### src/rtl/linear_scan_priority_queue_top_macros.svh
// Assertion macros for the linear-scan priority queue.
// Used by the top level; no other dependencies.
`ifndef LINEAR_SCAN_PRIORITY_QUEUE_TOP_MACROS_SVH
`define LINEAR_SCAN_PRIORITY_QUEUE_TOP_MACROS_SVH
`ifndef SYNTHESIS
`define LSPQ_ASSERT_HOLDS(label, clk, rst, expr) \
  label: assert property (@(posedge clk) disable iff (rst) (expr)) \
    else $error("assertion failed");
`define LSPQ_ASSERT_SAME(label, clk, rst, ante, cons) \
  label: assert property (@(posedge clk) disable iff (rst) (ante) |-> (cons)) \
    else $error("assertion failed");
`define LSPQ_ASSERT_NEXT(label, clk, rst, ante, cons) \
  label: assert property (@(posedge clk) disable iff (rst) (ante) |=> (cons)) \
    else $error("assertion failed");
`else
`define LSPQ_ASSERT_HOLDS(label, clk, rst, expr)
`define LSPQ_ASSERT_SAME(label, clk, rst, ante, cons)
`define LSPQ_ASSERT_NEXT(label, clk, rst, ante, cons)
`endif
`endif

### src/rtl/lspq_pkg.sv
// Shared types and codes of the linear-scan priority queue.
// No dependencies; imported by the interfaces, the engine and the top level.
package lspq_pkg;

  localparam int VALUE_W = 32;
  localparam int PRIO_W  = 16;

  localparam logic [1:0] CMD_ENQ  = 2'd0;
  localparam logic [1:0] CMD_DEQ  = 2'd1;
  localparam logic [1:0] CMD_PEEK = 2'd2;

  localparam logic [1:0] ST_OK    = 2'd0;
  localparam logic [1:0] ST_FULL  = 2'd1;
  localparam logic [1:0] ST_EMPTY = 2'd2;

  // Priority sits above the value, as in the stored 48-bit word.
  typedef struct packed {
    logic signed [PRIO_W-1:0]  prio;
    logic signed [VALUE_W-1:0] value;
  } entry_t;

  typedef struct packed {
    logic [1:0]                cmd;
    logic signed [VALUE_W-1:0] value;
    logic signed [PRIO_W-1:0]  prio;
  } item_t;

  typedef struct packed {
    logic [1:0]                status;
    logic signed [VALUE_W-1:0] value;
    logic signed [PRIO_W-1:0]  prio;
  } res_t;

endpackage

### src/rtl/lspq_in_if.sv
// Command channel of the priority queue: valid/ready plus one command beat.
// Depends on lspq_pkg.
interface lspq_in_if
  import lspq_pkg::*;
();
  logic                      valid;
  logic                      ready;
  logic [1:0]                cmd;
  logic signed [VALUE_W-1:0] item_value;
  logic signed [PRIO_W-1:0]  item_priority;

  modport source (output valid, cmd, item_value, item_priority, input ready);
  modport sink (input valid, cmd, item_value, item_priority, output ready);
endinterface

### src/rtl/lspq_out_if.sv
// Result channel of the priority queue: valid/ready plus one result beat.
// Depends on lspq_pkg.
interface lspq_out_if
  import lspq_pkg::*;
();
  logic                      valid;
  logic                      ready;
  logic [1:0]                status;
  logic signed [VALUE_W-1:0] out_value;
  logic signed [PRIO_W-1:0]  out_priority;

  modport source (output valid, status, out_value, out_priority, input ready);
  modport sink (input valid, status, out_value, out_priority, output ready);
endinterface

### src/rtl/lspq_ram.sv
// Generic single-write, single-read synchronous RAM with registered read data.
// No dependencies.
module lspq_ram #(
  parameter int WIDTH = 48,
  parameter int DEPTH = 16
) (
  input  logic                     clk,
  input  logic                     we,
  input  logic [$clog2(DEPTH)-1:0] waddr,
  input  logic [WIDTH-1:0]         wdata,
  input  logic [$clog2(DEPTH)-1:0] raddr,
  output logic [WIDTH-1:0]         rdata
);
  logic [WIDTH-1:0] mem [DEPTH];

  always_ff @(posedge clk) begin
    if (we) begin
      mem[waddr] <= wdata;
    end
    rdata <= mem[raddr];
  end
endmodule

### src/rtl/lspq_engine.sv
// Command sequencer and scan datapath of the priority queue, around the entry RAM.
// Depends on lspq_pkg and lspq_ram.
module lspq_engine
  import lspq_pkg::*;
#(
  parameter int CAPACITY = 16
) (
  input  logic  clk,
  input  logic  rst,
  input  logic  in_valid,
  output logic  in_ready,
  input  item_t in_item,
  output logic  res_valid,
  input  logic  res_ready,
  output res_t  res
);
  localparam int IW = $clog2(CAPACITY + 1);
  localparam int AW = $clog2(CAPACITY);
  localparam logic [IW-1:0] CAP_I = IW'(CAPACITY);

  localparam logic [1:0] S_IDLE = 2'd0;
  localparam logic [1:0] S_SCAN = 2'd1;
  localparam logic [1:0] S_HOLD = 2'd2;

  logic [1:0]    state;
  logic [IW-1:0] head;
  logic [IW-1:0] fill;
  logic          first;
  logic [IW-1:0] rd_ptr;
  logic [IW-1:0] dat_ptr;
  logic [1:0]    cmd_r;
  entry_t        best;
  logic [AW-1:0] best_idx;
  entry_t        head_ent;

  logic          we;
  logic [AW-1:0] waddr;
  entry_t        wdata;
  logic [AW-1:0] raddr;
  logic [47:0]   rdata;
  entry_t        rd_ent;
  logic          take_new;
  entry_t        cand;
  logic [AW-1:0] cand_idx;
  entry_t        head_cur;
  logic          last;
  logic          accept;
  logic          is_full;
  logic          is_empty;
  logic [1:0]    idle_status;

  lspq_ram #(
    .WIDTH ($bits(entry_t)),
    .DEPTH (CAPACITY)
  ) u_ram (
    .clk   (clk),
    .we    (we),
    .waddr (waddr),
    .wdata (wdata),
    .raddr (raddr),
    .rdata (rdata)
  );

  assign in_ready  = (state == S_IDLE);
  assign res_valid = (state == S_HOLD);
  assign accept    = in_valid && in_ready;
  assign is_full   = (fill == CAP_I);
  assign is_empty  = (head >= fill);

  // Status of a command that finishes without a scan.
  assign idle_status = ((in_item.cmd == CMD_ENQ) && is_full) ? ST_FULL :
                       (((in_item.cmd == CMD_DEQ) || (in_item.cmd == CMD_PEEK)) && is_empty) ?
                       ST_EMPTY : ST_OK;

  // Data arriving from the RAM belongs to the slot at dat_ptr. The first beat of
  // a scan is the head entry, which is also what a dequeue moves into the gap.
  assign rd_ent   = entry_t'(rdata);
  assign take_new = first || (rd_ent.prio > best.prio);
  assign cand     = take_new ? rd_ent : best;
  assign cand_idx = take_new ? dat_ptr[AW-1:0] : best_idx;
  assign head_cur = first ? rd_ent : head_ent;
  assign last     = (IW'(dat_ptr + IW'(1)) == fill);

  assign raddr = (state == S_IDLE) ? head[AW-1:0] : rd_ptr[AW-1:0];

  always_comb begin
    we    = 1'b0;
    waddr = fill[AW-1:0];
    wdata = '{prio: in_item.prio, value: in_item.value};
    if (accept && (in_item.cmd == CMD_ENQ) && !is_full) begin
      we = 1'b1;
    end else if ((state == S_SCAN) && last && (cmd_r == CMD_DEQ)) begin
      we    = 1'b1;
      waddr = cand_idx;
      wdata = head_cur;
    end
  end

  always_ff @(posedge clk) begin
    if (rst) begin
      state <= S_IDLE;
      head  <= '0;
      fill  <= '0;
      first <= 1'b0;
    end else begin
      case (state)
        S_IDLE: begin
          if (accept) begin
            state <= S_HOLD;
            if (in_item.cmd == CMD_ENQ) begin
              if (!is_full) begin
                fill <= IW'(fill + IW'(1));
              end
            end else if ((in_item.cmd == CMD_DEQ) || (in_item.cmd == CMD_PEEK)) begin
              if (!is_empty) begin
                state <= S_SCAN;
                first <= 1'b1;
              end
            end
          end
        end
        S_SCAN: begin
          first <= 1'b0;
          if (last) begin
            state <= S_HOLD;
            if (cmd_r == CMD_DEQ) begin
              head <= IW'(head + IW'(1));
            end
          end
        end
        S_HOLD: begin
          if (res_ready) begin
            state <= S_IDLE;
          end
        end
        default: begin
          state <= S_IDLE;
        end
      endcase
    end
  end

  always_ff @(posedge clk) begin
    if (state == S_IDLE) begin
      cmd_r   <= in_item.cmd;
      dat_ptr <= head;
      rd_ptr  <= IW'(head + IW'(1));
      if (accept) begin
        res <= '{status: idle_status, value: '0, prio: '0};
      end
    end else if (state == S_SCAN) begin
      best     <= cand;
      best_idx <= cand_idx;
      head_ent <= head_cur;
      dat_ptr  <= IW'(dat_ptr + IW'(1));
      rd_ptr   <= IW'(rd_ptr + IW'(1));
      if (last) begin
        res <= '{status: ST_OK, value: cand.value, prio: cand.prio};
      end
    end
  end
endmodule

### src/rtl/linear_scan_priority_queue_top.sv
// Top level of the linear-scan priority queue: engine plus the result register.
// Depends on lspq_pkg, lspq_in_if, lspq_out_if, lspq_engine and the macro header.
//
// Each command beat produces exactly one result beat. An enqueue, or a dequeue or
// peek on an empty queue, goes from acceptance straight to the engine's hold
// state; a dequeue or peek first scans the n live entries between the head and
// the fill index, reading the entry RAM through its single read port one slot
// per cycle. The next command is taken only after the engine has handed its
// result to the output register, so a stalled output holds it back as well.
// At most one command is in work at a time; a new command is taken while the
// previous result still waits in the output register. The RAM is not cleared
// after reset; only slots that were written are ever used. Slots freed by
// dequeue are not reused.
`include "linear_scan_priority_queue_top_macros.svh"

module linear_scan_priority_queue_top
  import lspq_pkg::*;
#(
  parameter int CAPACITY = 16
) (
  input logic        clk,
  input logic        rst,
  lspq_in_if.sink    items,
  lspq_out_if.source results
);
  item_t in_item;
  logic  res_valid;
  logic  res_ready;
  res_t  res;
  logic  out_valid;
  res_t  out_res;

  assign in_item = '{cmd: items.cmd, value: items.item_value, prio: items.item_priority};

  lspq_engine #(
    .CAPACITY (CAPACITY)
  ) u_engine (
    .clk       (clk),
    .rst       (rst),
    .in_valid  (items.valid),
    .in_ready  (items.ready),
    .in_item   (in_item),
    .res_valid (res_valid),
    .res_ready (res_ready),
    .res       (res)
  );

  // The output register frees the engine as soon as its result is captured.
  assign res_ready = !out_valid || results.ready;

  always_ff @(posedge clk) begin
    if (rst) begin
      out_valid <= 1'b0;
    end else if (res_valid && res_ready) begin
      out_valid <= 1'b1;
    end else if (results.ready) begin
      out_valid <= 1'b0;
    end
  end

  always_ff @(posedge clk) begin
    if (res_valid && res_ready) begin
      out_res <= res;
    end
  end

  assign results.valid        = out_valid;
  assign results.status       = out_res.status;
  assign results.out_value    = out_res.value;
  assign results.out_priority = out_res.prio;

  `LSPQ_ASSERT_NEXT(a_busy_after_accept, clk, rst, items.valid && items.ready, !items.ready)
  `LSPQ_ASSERT_SAME(a_no_accept_while_holding, clk, rst, res_valid, !items.ready)
  `LSPQ_ASSERT_NEXT(a_handoff_lands, clk, rst, res_valid && res_ready, results.valid)
  `LSPQ_ASSERT_SAME(a_error_has_no_payload, clk, rst,
                    results.valid && (results.status != ST_OK),
                    (results.out_value == '0) && (results.out_priority == '0))
endmodule
### src/flat_wrapper.sv
// flat-port wrapper written by rule: the top's interface ports become plain ports
module linear_scan_priority_queue_top_flat import lspq_pkg::*;
#(
  parameter int CAPACITY = 16
)
  (clk, rst, items_valid, items_cmd, items_item_value, items_item_priority, items_ready, results_valid, results_status, results_out_value, results_out_priority, results_ready);
  lspq_in_if items_i ();
  lspq_out_if results_i ();
  input logic clk;
  input logic rst;
  input wire logic [$bits(items_i.valid)-1:0] items_valid;
  input wire logic [$bits(items_i.cmd)-1:0] items_cmd;
  input wire logic [$bits(items_i.item_value)-1:0] items_item_value;
  input wire logic [$bits(items_i.item_priority)-1:0] items_item_priority;
  output wire logic [$bits(items_i.ready)-1:0] items_ready;
  output wire logic [$bits(results_i.valid)-1:0] results_valid;
  output wire logic [$bits(results_i.status)-1:0] results_status;
  output wire logic [$bits(results_i.out_value)-1:0] results_out_value;
  output wire logic [$bits(results_i.out_priority)-1:0] results_out_priority;
  input wire logic [$bits(results_i.ready)-1:0] results_ready;
  assign items_i.valid = items_valid;
  assign items_i.cmd = items_cmd;
  assign items_i.item_value = items_item_value;
  assign items_i.item_priority = items_item_priority;
  assign items_ready = items_i.ready;
  assign results_valid = results_i.valid;
  assign results_status = results_i.status;
  assign results_out_value = results_i.out_value;
  assign results_out_priority = results_i.out_priority;
  assign results_i.ready = results_ready;
  linear_scan_priority_queue_top #(.CAPACITY(CAPACITY)) u_core (.clk(clk), .rst(rst), .items(items_i), .results(results_i));
endmodule
### config.mk
export PLATFORM = sky130hd
export DESIGN_NAME = linear_scan_priority_queue_top_flat
export DESIGN_NICKNAME = d
export VERILOG_FILES = /design/src/rtl/lspq_pkg.sv /design/src/rtl/lspq_in_if.sv /design/src/rtl/lspq_out_if.sv /design/src/rtl/lspq_ram.sv /design/src/rtl/lspq_engine.sv /design/src/rtl/linear_scan_priority_queue_top.sv /design/src/flat_wrapper.sv
export VERILOG_INCLUDE_DIRS = /design/src /design/src/rtl
export SDC_FILE = /design/constraint.sdc
export NUM_CORES = 1
export LEC_CHECK = 0
export BUFFER_PORTS_ARGS = -buffer_cell sky130_fd_sc_hd__buf_2
export CELL_PAD_IN_SITES_DETAIL_PLACEMENT = 1
export CELL_PAD_IN_SITES_GLOBAL_PLACEMENT = 2
export CORE_MARGIN = 5
export CORE_UTILIZATION = 47
export CTS_CLUSTER_DIAMETER = 30
export DETAILED_ROUTE_END_ITERATION = 6
export PLACE_DENSITY = 0.84
export SLEW_MARGIN = 20
export SYNTH_ARGS = -nofsm -noshare
export SYNTH_HDL_FRONTEND = slang
export SYNTH_SLANG_ARGS = --single-unit
### constraint.sdc
create_clock -name clk -period 7.3 [get_ports clk]
set_input_delay 0 -clock clk [delete_from_list [all_inputs] [get_ports clk]]
set_output_delay 0 -clock clk [all_outputs]
set_load 0.005 [all_outputs]
==> reports/results.md <==
* 2466 — Gate Count Post-Synth
* 193 — number of buffers added by the clock tree synthesis step
* 58.2% — final core area utilization
* 3.75 mW — switching component of the power
* 170 ps — hold slack final
* completed — outcome
* 53900 um — DP HPWL
* 86900 sq um — core outline area
* 16.9 nW — Static Leak
* 0 — number of antenna violations at the first check in global routing
* 39.8% — sequential group share of total power
* 41200 sq um — post-synthesis instance area
* 0 — antenna cell count
* 4 — CTS H-Tree Depth
* 0 — total setup violations reported at the end of the flow
* 71.4% — area fraction of the dominant cell type after synthesis
* 47.4% — starting density of the core
* 306 um — horizontal die dimension
* 0 ps — total negative slack for setup checks
* 5280 ps — final critical delay including setup and external delays
* 770 ps — clock insertion delay at the later pin of the skew report
* 306 um — y dimension of the die
* register — Setup crit end kind
* 105 — number of port buffers
* 158000 um — first-pass GRT wire length
* 5.74 — vias per inst
* register to register — worst setup path class
* 0 — Hold Vio Cnt, Final
* rst — Hold Path Origin
* 26.0 um — average detailed-routed wire length per instance
* 0 — buffers inserted by post-CTS timing repair
* 5650 ps — arrival time at the worst endpoint
* 54.8% — part of the total power dissipated in the clock network
* u_core.u_engine.dat_ptr[0]$_DFFE_PP_ — worst reg2reg startpoint
* 105000 um — Final Routed Wirelength
* 1721 — drt initial violations
* edfxtp_1 — Most used DFF post-synth
* 2802 — fin nets
* built — TritonCTS clock tree
* 0.753 — RePlAce Congestion
* no — RSZ-0062 raised after global routing
* 2160 ps — setup slack after placement
* 7670 ps — worst endpoint required time
* 106 — Boundary Pins
* 0 — post-route ant nets
* 2020 ps — final worst setup slack
* 59 — unique cell type count in the Yosys netlist
* edfxtp_1 — cell accounting for the most synthesized area
* 50500 sq um — final std cell area, no fill
* edfxtp_1 (979), nand2_1 (235), mux2i_1 (197) — Commonest cells post-synth
* 33.8 ps — Worst Clk Skew
* 1041 — # clock sinks
* edfxtp_1 (71%), mux2i_1 (4.8%), mux2_2 (3.1%) — leading cell types by total area after synthesis
* 0.235 mV — peak supply drop
* 0 — GR Overflow Total
* 16.7 sq um — Mapped Avg Cell Area
* 22.7% — area added between synthesis and finish
* 22.9% — fraction of final layout cells with drive strength greater than 1
* 1110 ps — Worst Max-Slew Pin Slew
* 23200 — routed via count
* 108 — standard-cell row count
* 13.2 mW — Internal Pwr Total
* register — startpoint type of the worst setup path
* 0 — reported max-cap violation count
* 0 — total count of max-transition violations in the final report
* 2020 ps — Reg2Reg Setup Slack
* 93700 sq um — overall die area
* 2547 — Post-Synthesis Net Count
* 22.1% — fraction of power spent switching nets
* 50 ps — clock-pin transition on the worst setup and hold timing paths
* u_core.u_engine.dat_ptr[0]$_DFFE_PP_ — CP Launch Point
* 22.0% — global router's overall resource usage
* 0% — share of flip-flops with an asynchronous set or reset after synthesis
* 189 MHz — max frequency
* 43100 sq um — area of placed instances
* clkbuf_16 — Clock Root Buffer
* 25.7% — Slew headroom
* edfxtp_1 — cell with the most instances after synthesis
* 1041 — Seq cells post-synth
* 48 — maximum fanout along the worst path
* 0 — count of cells resized by post-cts repair
* 0 — yosys warns
* 7 — Detailed Routing Iterations Pass 1
* 336 nW/um^2 — total power per unit cell area
* 72.4% — share of the clock period used by the worst path
* 979 — number of enable-type register cells in the synthesized netlist
* primary input to register — Tightest Hold Check Type
* 5.4% — combinational share of power
* 3 — maximum count of clock buffers along a single path
* 25700 — via count of the first global-routing pass
* 147 — pin count of the biggest net entering global routing
* 0 — number of remaining DRC errors
* 74.4% — share of synthesized area occupied by flip-flops and latches
[metrics by stage]
stage               instances  power [mW]
finish                   4037        17.0
global route             4037        17.5
CTS                      4036        17.1
detailed placement       3623        7.74
global placement         3623        7.69
floorplan                2466        7.43
[placed cells by master, fill, tap and decap left out, types with 50 or more instances in the layout]
cell type      Yosys  layout
a21oi_1           61      61
edfxtp_1         979     979
mux2i_1          197     195
dlygate4sd3_1      0      57
nand2_1          235     233
mux2_2           113     113
clkbuf_16          0     195
buf_2             45     105
and2_1           145     145
a211oi_1         144     144
a31oi_1           50      50
dfxtp_1           62      61
[critical path, cell delays in order (launching register included)]
cell and delay [ps]:
edfxtp_1 490, ha_1 370, xor2_1 170, or4b_1 530
nor3_2 470, buf_4 730, nor2_1 140, a21oi_1 890
nor3b_2 350, buf_4 690
[state kept, by name (all words and copies together), names as in the netlist]
name                         cells
u_core.u_engine.rd_ptr           4
u_core.u_engine.head_ent        48
u_core.results.status            2
u_core.u_engine.fill             5
u_core.results.out_priority     16
u_core.u_engine.u_ram.rdata     48
u_core.results.valid             1
u_core.u_engine.head             5
u_core.u_engine.best_idx         4
u_core.u_engine.first            1
u_core.u_engine.res             50
u_core.u_engine.cmd_r            2
u_core.u_engine.best            48
u_core.u_engine.state            2
u_core.u_engine.u_ram.mem      768
u_core.u_engine.dat_ptr          5
u_core.results.out_value        32
[path summary, 6_finish.rpt]
check        cells after the start                                     endpoint
max                              9  u_core.u_engine.u_ram.mem[10][21]$_DFFE_PP_
min                              3         u_core.u_engine.head[1]$_SDFFE_PP0N_
max reg2reg                      9  u_core.u_engine.u_ram.mem[10][21]$_DFFE_PP_
min reg2reg                      0       u_core.results.out_value[19]$_DFFE_PP_
[kinds of logic after synthesis]
family	after synthesis	share of synthesized area, %
buffers and inverters	179	1.77
adders and majority gates	27	0.820
muxes	376	11.0
DFF	1041	74.4
AOI/OAI and AO/OA	350	5.93
and+or+nand+nor	471	5.61
xor gates and xnor gates	22	0.501
[area by class of cell]
cell class,count,area [sq um]
flip-flops and latches,1041,30600
well taps,1155,1450
repair buffers,207,1520
clock buffers,220,4990
inverters,32,123
clock inverters,136,1830
multi-input cells,1246,9990
fillers,7749,36400
[what timing repair did]
| action | in CTS | in global routing |
|---|---|---|
| endpoints found under the setup margin | 0 | 0 |
| hold endpoints to repair | 807 | 0 |
| hold buffers | 57 | 0 |
[power by group through the flow]
| stage | sequential, mW | combinational, mW | clock (mW) |
|---|---|---|---|
| 5_1_grt | 6.76 | 0.996 | 9.76 |
| 3_5_place_dp | 6.86 | 0.881 | 0 |
| 4_1_cts | 6.75 | 0.932 | 9.41 |
| 6_report | 6.75 | 0.923 | 9.30 |
| 3_3_place_gp | 6.85 | 0.842 | 0 |
| 2_1_floorplan | 6.84 | 0.590 | 0 |
[per-layer routing]
metal	GRT usage (%)	vias to the layer above	wire length [um]	share of wire [%]
met5	0	-	0	0
met4	7.60	0	2790	2.7
met3	4.18	193	4960	4.7
met2	38.9	687	54700	52
met1	27.3	12100	42400	40
li1	-	10200	-	-
Note: power is estimated with default switching activity, not from simulation.
